File: config.mk
export PLATFORM = sky130hd
export DESIGN_NAME = linear_model_min_max_predictor_top
export DESIGN_NICKNAME = d
export VERILOG_FILES = /design/src/hw/rtl/lmmp_pkg.sv /design/src/hw/rtl/lmmp_front.sv /design/src/hw/rtl/lmmp_queue.sv /design/src/hw/rtl/lmmp_back.sv /design/src/hw/rtl/linear_model_min_max_predictor_top.sv
export SDC_FILE = /design/constraint.sdc
export NUM_CORES = 2
export LEC_CHECK = 0
export ABC_AREA = 1
export BUFFER_PORTS_ARGS = -buffer_cell sky130_fd_sc_hd__buf_2
export CAP_MARGIN = 25
export CORE_MARGIN = 2
export CORE_UTILIZATION = 45
export DETAILED_ROUTE_END_ITERATION = 12
export PLACE_DENSITY = 0.57
export REMOVE_ABC_BUFFERS = 1
export SLEW_MARGIN = 10
export SYNTH_ARGS = -nofsm -noshare
export SYNTH_HDL_FRONTEND = slang
export SYNTH_SLANG_ARGS = --single-unit
export TNS_END_PERCENT = 5
File: constraint.sdc
create_clock -name clk -period 21.3 [get_ports clk]
set_input_delay 1.065 -clock clk [delete_from_list [all_inputs] [get_ports clk]]
set_output_delay 1.065 -clock clk [all_outputs]
set_load 0.02 [all_outputs]
File: src/hw/rtl/lmmp_pkg.sv
`timescale 1ns / 1ps
`default_nettype none

package lmmp_pkg;

	localparam int NUM_FEATURES = 12;
	localparam int POS_W        = 5;
	localparam int IDX_W        = 4;
	localparam int VALUE_W      = 16;
	localparam int DIFF_W       = 17;
	localparam int COEF_W       = 15;
	localparam int PROD_W       = 32;
	localparam int SUM_W        = 32;
	localparam int BIASED_W     = 34;
	localparam int SCALED_W     = 40;
	localparam int NUM_MODELS   = 3;

	localparam logic [POS_W-1:0] POS_MAX  = 5'd31;
	localparam logic [POS_W-1:0] POS_LAST = 5'(NUM_FEATURES - 1);

	localparam logic [1:0] SEL_HEIGHT = 2'd0;
	localparam logic [1:0] SEL_THETA  = 2'd1;
	localparam logic [1:0] SEL_TILT   = 2'd2;
	localparam logic [1:0] SEL_SPARE  = 2'd3;

	// One classified feature as it travels from the front to the back.
	typedef struct packed {
		logic                     active;
		logic                     last;
		logic                     len_err;
		logic [1:0]               sel;
		logic [IDX_W-1:0]         idx;
		logic signed [DIFF_W-1:0] diff;
	} entry_t;

	// Feature minima in Q10.6.
	function automatic logic signed [DIFF_W-1:0] min_lut(input logic [IDX_W-1:0] i);
		logic signed [DIFF_W-1:0] r;
		case (i)
			4'd0:    r = 17'sd32;
			4'd1:    r = 17'sd64;
			4'd2:    r = 17'sd0;
			4'd3:    r = 17'sd3840;
			4'd4:    r = 17'sd0;
			4'd5:    r = 17'sd3;
			4'd6:    r = -17'sd3840;
			4'd7:    r = 17'sd960;
			4'd8:    r = 17'sd3840;
			4'd9:    r = 17'sd8320;
			4'd10:   r = 17'sd960;
			4'd11:   r = 17'sd3520;
			default: r = 17'sd0;
		endcase
		return r;
	endfunction

	// Weight over feature range, Q16, for each model and feature.
	function automatic logic signed [COEF_W-1:0] coef_lut(input logic [1:0] m,
		input logic [IDX_W-1:0] i);
		logic signed [COEF_W-1:0] r;
		case ({m, i})
			{SEL_HEIGHT, 4'd0}:  r = 15'sd1796;
			{SEL_HEIGHT, 4'd1}:  r = 15'sd1904;
			{SEL_HEIGHT, 4'd2}:  r = -15'sd4232;
			{SEL_HEIGHT, 4'd3}:  r = 15'sd2352;
			{SEL_HEIGHT, 4'd4}:  r = -15'sd95;
			{SEL_HEIGHT, 4'd5}:  r = -15'sd12807;
			{SEL_HEIGHT, 4'd6}:  r = -15'sd25;
			{SEL_HEIGHT, 4'd7}:  r = -15'sd169;
			{SEL_HEIGHT, 4'd8}:  r = -15'sd3095;
			{SEL_HEIGHT, 4'd9}:  r = -15'sd210;
			{SEL_HEIGHT, 4'd10}: r = 15'sd129;
			{SEL_HEIGHT, 4'd11}: r = 15'sd595;
			{SEL_THETA, 4'd0}:   r = 15'sd4678;
			{SEL_THETA, 4'd1}:   r = 15'sd2163;
			{SEL_THETA, 4'd2}:   r = -15'sd3574;
			{SEL_THETA, 4'd3}:   r = 15'sd2531;
			{SEL_THETA, 4'd4}:   r = -15'sd210;
			{SEL_THETA, 4'd5}:   r = -15'sd11295;
			{SEL_THETA, 4'd6}:   r = -15'sd1;
			{SEL_THETA, 4'd7}:   r = -15'sd263;
			{SEL_THETA, 4'd8}:   r = -15'sd3040;
			{SEL_THETA, 4'd9}:   r = -15'sd521;
			{SEL_THETA, 4'd10}:  r = 15'sd181;
			{SEL_THETA, 4'd11}:  r = 15'sd485;
			{SEL_TILT, 4'd0}:    r = 15'sd1298;
			{SEL_TILT, 4'd1}:    r = 15'sd193;
			{SEL_TILT, 4'd2}:    r = -15'sd3451;
			{SEL_TILT, 4'd3}:    r = -15'sd6186;
			{SEL_TILT, 4'd4}:    r = -15'sd1099;
			{SEL_TILT, 4'd5}:    r = -15'sd7864;
			{SEL_TILT, 4'd6}:    r = 15'sd64;
			{SEL_TILT, 4'd7}:    r = 15'sd417;
			{SEL_TILT, 4'd8}:    r = 15'sd7210;
			{SEL_TILT, 4'd9}:    r = -15'sd730;
			{SEL_TILT, 4'd10}:   r = -15'sd117;
			{SEL_TILT, 4'd11}:   r = 15'sd129;
			default:             r = 15'sd0;
		endcase
		return r;
	endfunction

	function automatic logic signed [BIASED_W-1:0] bias_lut(input logic [1:0] m);
		logic signed [BIASED_W-1:0] r;
		case (m)
			SEL_HEIGHT: r = 34'sd15919;
			SEL_THETA:  r = 34'sd21456;
			default:    r = 34'sd44184;
		endcase
		return r;
	endfunction

	function automatic logic [5:0] range_lut(input logic [1:0] m);
		logic [5:0] r;
		case (m)
			SEL_HEIGHT: r = 6'd5;
			SEL_THETA:  r = 6'd42;
			default:    r = 6'd16;
		endcase
		return r;
	endfunction

	function automatic logic signed [9:0] label_min_lut(input logic [1:0] m);
		logic signed [9:0] r;
		case (m)
			SEL_HEIGHT: r = 10'sd0;
			SEL_THETA:  r = 10'sd0;
			default:    r = -10'sd384;
		endcase
		return r;
	endfunction

endpackage

`default_nettype wire

File: src/hw/rtl/lmmp_front.sv
`timescale 1ns / 1ps
`default_nettype none

// Tracks the feature position, classifies each accepted item and removes the
// feature minimum.
module lmmp_front (
	input  wire logic                          clk,
	input  wire logic                          arst_n,
	input  wire logic                          accept,
	input  wire logic [1:0]                    func,
	input  wire logic signed [lmmp_pkg::VALUE_W-1:0] feature_value,
	input  wire logic                          last,
	output lmmp_pkg::entry_t                   entry
);

	logic [lmmp_pkg::POS_W-1:0] pos_q;
	logic [lmmp_pkg::IDX_W-1:0] idx;
	logic                       active;

	assign active = (pos_q < lmmp_pkg::POS_W'(lmmp_pkg::NUM_FEATURES));
	assign idx    = pos_q[lmmp_pkg::IDX_W-1:0];

	always_comb begin
		entry.active  = active;
		entry.last    = last;
		entry.len_err = (pos_q != lmmp_pkg::POS_LAST);
		entry.sel     = (func == lmmp_pkg::SEL_SPARE) ? lmmp_pkg::SEL_TILT : func;
		entry.idx     = idx;
		if (active) begin
			entry.diff = lmmp_pkg::DIFF_W'(feature_value) - lmmp_pkg::min_lut(idx);
		end else begin
			entry.diff = '0;
		end
	end

	always_ff @(posedge clk or negedge arst_n) begin
		if (!arst_n) begin
			pos_q <= '0;
		end else if (accept) begin
			if (last) begin
				pos_q <= '0;
			end else if (pos_q != lmmp_pkg::POS_MAX) begin
				pos_q <= pos_q + 1'b1;
			end
		end
	end

endmodule

`default_nettype wire

File: src/hw/rtl/lmmp_queue.sv
`timescale 1ns / 1ps
`default_nettype none

// Four-entry queue between the front and the back.
module lmmp_queue (
	input  wire logic             clk,
	input  wire logic             arst_n,
	input  wire logic             push,
	input  wire lmmp_pkg::entry_t wr_entry,
	output logic                  full,
	input  wire logic             pop,
	output logic                  nonempty,
	output lmmp_pkg::entry_t      rd_entry
);

	lmmp_pkg::entry_t slots_q [4];
	logic [1:0] wr_ptr_q;
	logic [1:0] rd_ptr_q;
	logic [2:0] count_q;

	assign full     = (count_q == 3'd4);
	assign nonempty = (count_q != 3'd0);
	assign rd_entry = slots_q[rd_ptr_q];

	always_ff @(posedge clk) begin
		if (push) begin
			slots_q[wr_ptr_q] <= wr_entry;
		end
	end

	always_ff @(posedge clk or negedge arst_n) begin
		if (!arst_n) begin
			wr_ptr_q <= '0;
			rd_ptr_q <= '0;
			count_q  <= '0;
		end else begin
			if (push) begin
				wr_ptr_q <= wr_ptr_q + 1'b1;
			end
			if (pop) begin
				rd_ptr_q <= rd_ptr_q + 1'b1;
			end
			case ({push, pop})
				2'b10:   count_q <= count_q + 1'b1;
				2'b01:   count_q <= count_q - 1'b1;
				default: count_q <= count_q;
			endcase
		end
	end

endmodule

`default_nettype wire

File: src/hw/rtl/lmmp_back.sv
`timescale 1ns / 1ps
`default_nettype none

// Weights each feature into the three model sums and, on the last item of a
// vector, denormalizes the chosen sum into the output register.
module lmmp_back (
	input  wire logic                          clk,
	input  wire logic                          arst_n,
	input  wire logic                          head_valid,
	input  wire lmmp_pkg::entry_t              head,
	output logic                               pop,
	output logic                               m_tvalid,
	input  wire logic                          m_tready,
	output logic [15:0]                        m_tdata,
	output logic                               m_tuser
);

	localparam int M = lmmp_pkg::NUM_MODELS;

	logic en;

	logic signed [lmmp_pkg::PROD_W-1:0] prod [M];
	logic signed [lmmp_pkg::PROD_W-1:0] prod_s1 [M];
	logic                               valid_s1;
	logic                               last_s1;
	logic                               err_s1;
	logic [1:0]                         sel_s1;

	logic signed [lmmp_pkg::SUM_W-1:0]  sum_q [M];
	logic signed [lmmp_pkg::SUM_W-1:0]  new_sum [M];
	logic signed [lmmp_pkg::PROD_W:0]   rounded [M];

	logic                               valid_s2;
	logic                               err_s2;
	logic [1:0]                         sel_s2;
	logic signed [lmmp_pkg::SUM_W-1:0]  sum_s2;

	logic                               valid_s3;
	logic                               err_s3;
	logic [1:0]                         sel_s3;
	logic signed [lmmp_pkg::BIASED_W-1:0] biased_s3;

	logic                               valid_s4;
	logic                               err_s4;
	logic [1:0]                         sel_s4;
	logic signed [lmmp_pkg::SCALED_W-1:0] scaled_s4;

	logic signed [lmmp_pkg::SCALED_W-1:0] half_up;
	logic signed [30:0]                 label_val;
	logic signed [15:0]                 sat_val;

	logic                               out_valid_q;
	logic [15:0]                        out_pred_q;
	logic                               out_err_q;

	// The whole back end moves together; it halts only while a result waits.
	assign en  = !out_valid_q || m_tready;
	assign pop = head_valid && en;

	always_comb begin
		for (int m = 0; m < M; m++) begin
			prod[m] = lmmp_pkg::PROD_W'(head.diff)
				* lmmp_pkg::PROD_W'(lmmp_pkg::coef_lut(2'(m), head.idx));
			rounded[m] = (lmmp_pkg::PROD_W + 1)'(prod_s1[m]) + 33'sd32;
			new_sum[m] = sum_q[m] + lmmp_pkg::SUM_W'(rounded[m] >>> 6);
		end
	end

	// Round half up at the 1/64 step, then add the label minimum and clip.
	always_comb begin
		half_up   = scaled_s4 + 40'sd512;
		label_val = 31'(half_up >>> 10) + 31'(lmmp_pkg::label_min_lut(sel_s4));
		if (label_val > 31'sd32767) begin
			sat_val = 16'sh7fff;
		end else if (label_val < -31'sd32768) begin
			sat_val = 16'sh8000;
		end else begin
			sat_val = 16'(label_val);
		end
	end

	always_ff @(posedge clk) begin
		if (en) begin
			for (int m = 0; m < M; m++) begin
				prod_s1[m] <= head.active ? prod[m] : '0;
			end
			last_s1   <= head.last;
			err_s1    <= head.len_err;
			sel_s1    <= head.sel;
			sum_s2    <= new_sum[sel_s1];
			err_s2    <= err_s1;
			sel_s2    <= sel_s1;
			biased_s3 <= lmmp_pkg::BIASED_W'(sum_s2) + lmmp_pkg::bias_lut(sel_s2);
			err_s3    <= err_s2;
			sel_s3    <= sel_s2;
			scaled_s4 <= lmmp_pkg::SCALED_W'(biased_s3)
				* lmmp_pkg::SCALED_W'($signed({1'b0, lmmp_pkg::range_lut(sel_s3)}));
			err_s4    <= err_s3;
			sel_s4    <= sel_s3;
			if (valid_s4) begin
				out_pred_q <= sat_val;
				out_err_q  <= err_s4;
			end
		end
	end

	always_ff @(posedge clk or negedge arst_n) begin
		if (!arst_n) begin
			valid_s1    <= 1'b0;
			valid_s2    <= 1'b0;
			valid_s3    <= 1'b0;
			valid_s4    <= 1'b0;
			out_valid_q <= 1'b0;
			for (int m = 0; m < M; m++) begin
				sum_q[m] <= '0;
			end
		end else if (en) begin
			valid_s1    <= pop;
			valid_s2    <= valid_s1 && last_s1;
			valid_s3    <= valid_s2;
			valid_s4    <= valid_s3;
			out_valid_q <= valid_s4;
			if (valid_s1) begin
				for (int m = 0; m < M; m++) begin
					sum_q[m] <= last_s1 ? '0 : new_sum[m];
				end
			end
		end
	end

	assign m_tvalid = out_valid_q;
	assign m_tdata  = out_pred_q;
	assign m_tuser  = out_err_q;

endmodule

`default_nettype wire

File: src/hw/rtl/linear_model_min_max_predictor_top.sv
// A last item passes the queue, the product, sum, bias and scale registers and output register.
// Throughput: one item per cycle while no result waits; front and back each take one a cycle.
// A result that is not taken stalls the back, and the four-entry queue then fills.
// Reset: arst_n clears the position counter, the queue, the three model sums and all valid flags.
`timescale 1ns / 1ps
`default_nettype none

// Linear-model predictor with min-max scaling. The front part counts the
// feature position of each incoming item, picks the model for a last item and
// subtracts the feature minimum. A short queue decouples it from the back part,
// which multiplies each centered feature by the three per-model coefficients,
// accumulates the three sums, and on the last item of a vector turns the chosen
// sum into a saturated Q10.6 label through a short pipeline. The back part holds
// the result in an output register; as long as that register can be emptied
// the back end moves every cycle.
module linear_model_min_max_predictor_top (
	input  wire logic        clk,
	input  wire logic        arst_n,
	// Input channel.
	input  wire logic        s_tvalid,
	output logic             s_tready,
	input  wire logic [15:0] s_tdata,  // [15:0] feature_value
	input  wire logic [1:0]  s_tuser,  // [1:0] func
	input  wire logic        s_tlast,
	// Result channel.
	output logic             m_tvalid,
	input  wire logic        m_tready,
	output logic [15:0]      m_tdata,  // [15:0] prediction
	output logic             m_tuser   // [0] length_error
);

	logic             accept;
	logic             q_full;
	logic             q_nonempty;
	logic             q_pop;
	lmmp_pkg::entry_t front_entry;
	lmmp_pkg::entry_t head_entry;

	// An item is taken whenever the queue has room.
	assign s_tready = !q_full;
	assign accept   = s_tvalid && s_tready;

	lmmp_front u_front (
		.clk           (clk),
		.arst_n        (arst_n),
		.accept        (accept),
		.func          (s_tuser),
		.feature_value ($signed(s_tdata)),
		.last          (s_tlast),
		.entry         (front_entry)
	);

	lmmp_queue u_queue (
		.clk      (clk),
		.arst_n   (arst_n),
		.push     (accept),
		.wr_entry (front_entry),
		.full     (q_full),
		.pop      (q_pop),
		.nonempty (q_nonempty),
		.rd_entry (head_entry)
	);

	lmmp_back u_back (
		.clk        (clk),
		.arst_n     (arst_n),
		.head_valid (q_nonempty),
		.head       (head_entry),
		.pop        (q_pop),
		.m_tvalid   (m_tvalid),
		.m_tready   (m_tready),
		.m_tdata    (m_tdata),
		.m_tuser    (m_tuser)
	);

endmodule

`default_nettype wire

==> qor.log <==
[worst_setup_path] Worst Setup End Kind flip-flop
[floorplanning] effective utilization at floorplan 45.3%
[synthesis] cell type with the highest aggregate area in the netlist fa_1
[clock_tree] # H-tree levels 2
[worst_setup_path] Arr. time, crit path 9.67 ns
[routing] antenna violation net count after detailed routing 0
[global_route] antenna violations before repair 1
[routing] via-per-instance ratio 5.28
[synthesis] Synth top area share 29.0%
[synthesis] Seq/Total Area, Yosys 19.8%
[worst_setup_path] highest fanout seen on the critical path 56
[hold_path] class of the tightest hold or removal check in -> async
[cells_and_area] commonest cells after routing, fill and taps aside inv_1 (1598), nand2_1 (1360), fa_1 (888), nor2_1 (723), ha_1 (488)
[synthesis] Yosys warning count 0
[routing] Routed Wire Length 179000 um
[global_route] combined global-route utilization of all metal layers 25.9%
[synthesis] largest cells by area after synthesis fa_1 (29%), edfxtp_1 (15%), ha_1 (10%)
[routing] Via Count 48.6k
[routing] routed wire length per instance 19.5 um
[worst_setup_path] Critical Path Start Type flip-flop
[place] final weighted congestion in routability-driven placement 0.970
[floorplanning] core area 135000 um^2
[cells_and_area] area of all sequential standard cells 12200 um^2
[cells_and_area] layout overhead on the synthesized area 6.78%
[worst_setup_path] register-to-register setup slack 12.06 ns
[worst_setup_path] worst setup path start u_queue.rd_ptr_q[0]
[sta] Worst Max-Slew Pin Slew 0.980 ns
[routing] first drt pass iteration count 7
[sta] Final Skew 0.0217 ns
[routing] violation count after the first detailed-routing iteration 3539
[floorplanning] area of the die 139000 um^2
[global_route] remaining global-route overflow 0
[floorplanning] Die Ht 373 um
[worst_setup_path] worst path buffer plus inverter count 8
[sta] total of endpoints with negative setup slack in the final report 0
[worst_setup_path] required time worst endpoint 21.74 ns
[status] run status complete, no violations
[clock_tree] Resized cells post-CTS 0
[synthesis] number of flip-flops and latches in the synthesized netlist 424
[clock_tree] CTS Hold Bufs 0
[synthesis] number of synthesized flops with an enable pin 311
[routing] number of remaining DRC errors 0
[floorplanning] IO Count 42
[worst_setup_path] critical path start-end classification reg -> reg
[cells_and_area] number of inserted diodes 0
[clock_tree] Inserted Clock Buffers 49
[cells_and_area] leading cell type in the layout, fill and taps excluded inv_1
[place] detailed placement HPWL 147000 um
[worst_setup_path] cell family contributing the most delay on the critical path adder cells
[clock_tree] CTS root buf clkbuf_16
[sta] Peak Freq 108 MHz
[clock_tree] clock tree from TritonCTS done
[synthesis] fraction of registers with async set or reset after synthesis 26.7%
[place] number of buffers inserted by port buffering 41
[worst_setup_path] r2r worst-path depth 32
[cells_and_area] final instance count without filler cells 9197
[clock_tree] Setup Fix Bufs, Post-CTS 0
[job] Max-cap violations 0
[cells_and_area] fraction of layout instances using a drive strength above 1 4.49%
[worst_setup_path] RR Endpoint u_back.prod_s1[0][30]
[place] Placed Instances 9104
[worst_setup_path] cell depth of the worst setup path 32
[clock_tree] clock latency on the worst-skew pair 0.63 ns
[synthesis] average instance area after synthesis 8.30 um^2
[worst_setup_path] critical-path cell with the highest stage delay nand3_1
[sta] relative slew slack 34.2%
[cells_and_area] area taken by multi-input logic gates 42500 um^2
[synthesis] number of instances in the synthesized netlist 7385
[synthesis] synthesized cell area 61300 um^2
[cells_and_area] Filler Cells Inserted 13.3k
[clock_tree] clock-pin transition on the worst setup and hold timing paths 0.06 ns
[global_route] global-route wire length before repair 282000 um
[synthesis] Synth Flop Type edfxtp_1
[global_route] vias in the first global route 49.6k
[sta] post-layout minimum cycle time 9.24 ns
[sta] RSZ-0062 raised after global routing no
[cells_and_area] Final #Nets 8775
[worst_setup_path] crit path to u_back.prod_s1[0][30]
[worst_setup_path] worst flop-to-flop path startpoint u_queue.rd_ptr_q[0]
[worst_setup_path] CP most frequent cell fa_1
[sta] fin. max-slew vios 0
[sta] Period Utilization, post-route 43.4%
[floorplanning] Row Count 135
[clock_tree] clock sink count 424
[synthesis] number of distinct standard cells referenced by the synthesized netlist 67
[worst_setup_path] max incr delay on CP 0.72 ns
[global_route] largest net degree at the start of global routing 89
[clock_tree] number of buffers between clock root and the deepest sink 3
[floorplanning] die outline width 373 um
[sta] final count of hold timing violations 0
[sta] summed negative setup slack over all endpoints 0 ns
## registers in the layout, indices dropped and copies added, names as in the netlist, 3 cells and up
signal,cells
u_queue.slots_q,104
u_back.sum_q,96
u_back.prod_s1,81
u_back.biased_s3,34
u_back.sum_s2,32
u_back.scaled_s4,31
u_back.m_tdata,16
u_front.pos_q,5
u_queue.count_q,3
## metal layers
layer / up-vias / track usage (%) / part of all wire (%)
met4: 0 / 8.03 / 3.4
met5: - / 0 / 0
li1: 22900 / - / -
met2: 1385 / 44.2 / 49
met3: 274 / 2.67 / 5.3
met1: 24000 / 34.6 / 43
## logic make-up after synthesis
kind of cell,share of synthesized area (%)
adders and majority gates,39.0
AOI/OAI and AO/OA,8.87
DFF,19.8
and+or+nand+nor,17.4
buffers and inverters,11.1
xor gates and xnor gates,3.84
## worst min path at each step
stage | cells after the start | to | slack (ns) | startpoint
2_1_floorplan | 0 | u_back.err_s2 | 0.40 | u_back.err_s1
4_1_cts | 1 | u_front.pos_q[4] | 0.27 | arst_n
5_1_grt | 1 | u_front.pos_q[4] | 0.29 | arst_n
6_report | 1 | u_front.pos_q[1] | 0.31 | arst_n
3_3_place_gp | 0 | u_back.m_tuser | 0.40 | u_back.err_s4
3_5_place_dp | 0 | u_back.err_s2 | 0.40 | u_back.err_s1
## metrics by stage
step           cell area, um^2  setup slack (ns)  utilization (%)  hold slack [ns]
4_1_cts                  65400             12.10             48.4            0.274
6_report                 65500             12.06             48.4            0.307
2_1_floorplan            60600             12.29                -            0.400
3_5_place_dp             63700             12.15             47.1            0.405
5_1_grt                  65500             11.44             48.4            0.291
3_3_place_gp             63700             12.25             47.1            0.405
## cells in the mapped netlist, types with 17 or more instances
| library cell | count |
|---|---|
| nand3_1 | 190 |
| clkbuf_1 | 139 |
| fa_1 | 888 |
| xor2_1 | 165 |
| a21o_1 | 21 |
| nor4_1 | 24 |
| a31oi_1 | 27 |
| nand2_1 | 1360 |
| or2_2 | 59 |
| nand2_2 | 17 |
| dfrtp_1 | 113 |
| o21ai_0 | 295 |
| inv_1 | 1601 |
| nand4_1 | 58 |
| edfxtp_1 | 311 |
| o21a_1 | 31 |
| nor3_1 | 82 |
| o21bai_1 | 28 |
| ha_1 | 488 |
| o211ai_1 | 23 |
| a22o_1 | 18 |
| xnor2_1 | 104 |
| nor2_1 | 728 |
| a21oi_1 | 393 |
## layout make-up
cell class                      count  area share [%]
Tap cell                         1781            3.40
Timing Repair Buffer              107            1.10
Inverter                         1632            9.38
Clock inverter                     30           0.661
Clock buffer                       61            1.99
Multi-Input combinational cell   5162            64.9
Sequential cell                   424            18.6
Power is left out: the tool's default activity adds up to more than one toggle a clock period on the data nets, which glitch-free logic cannot reach.
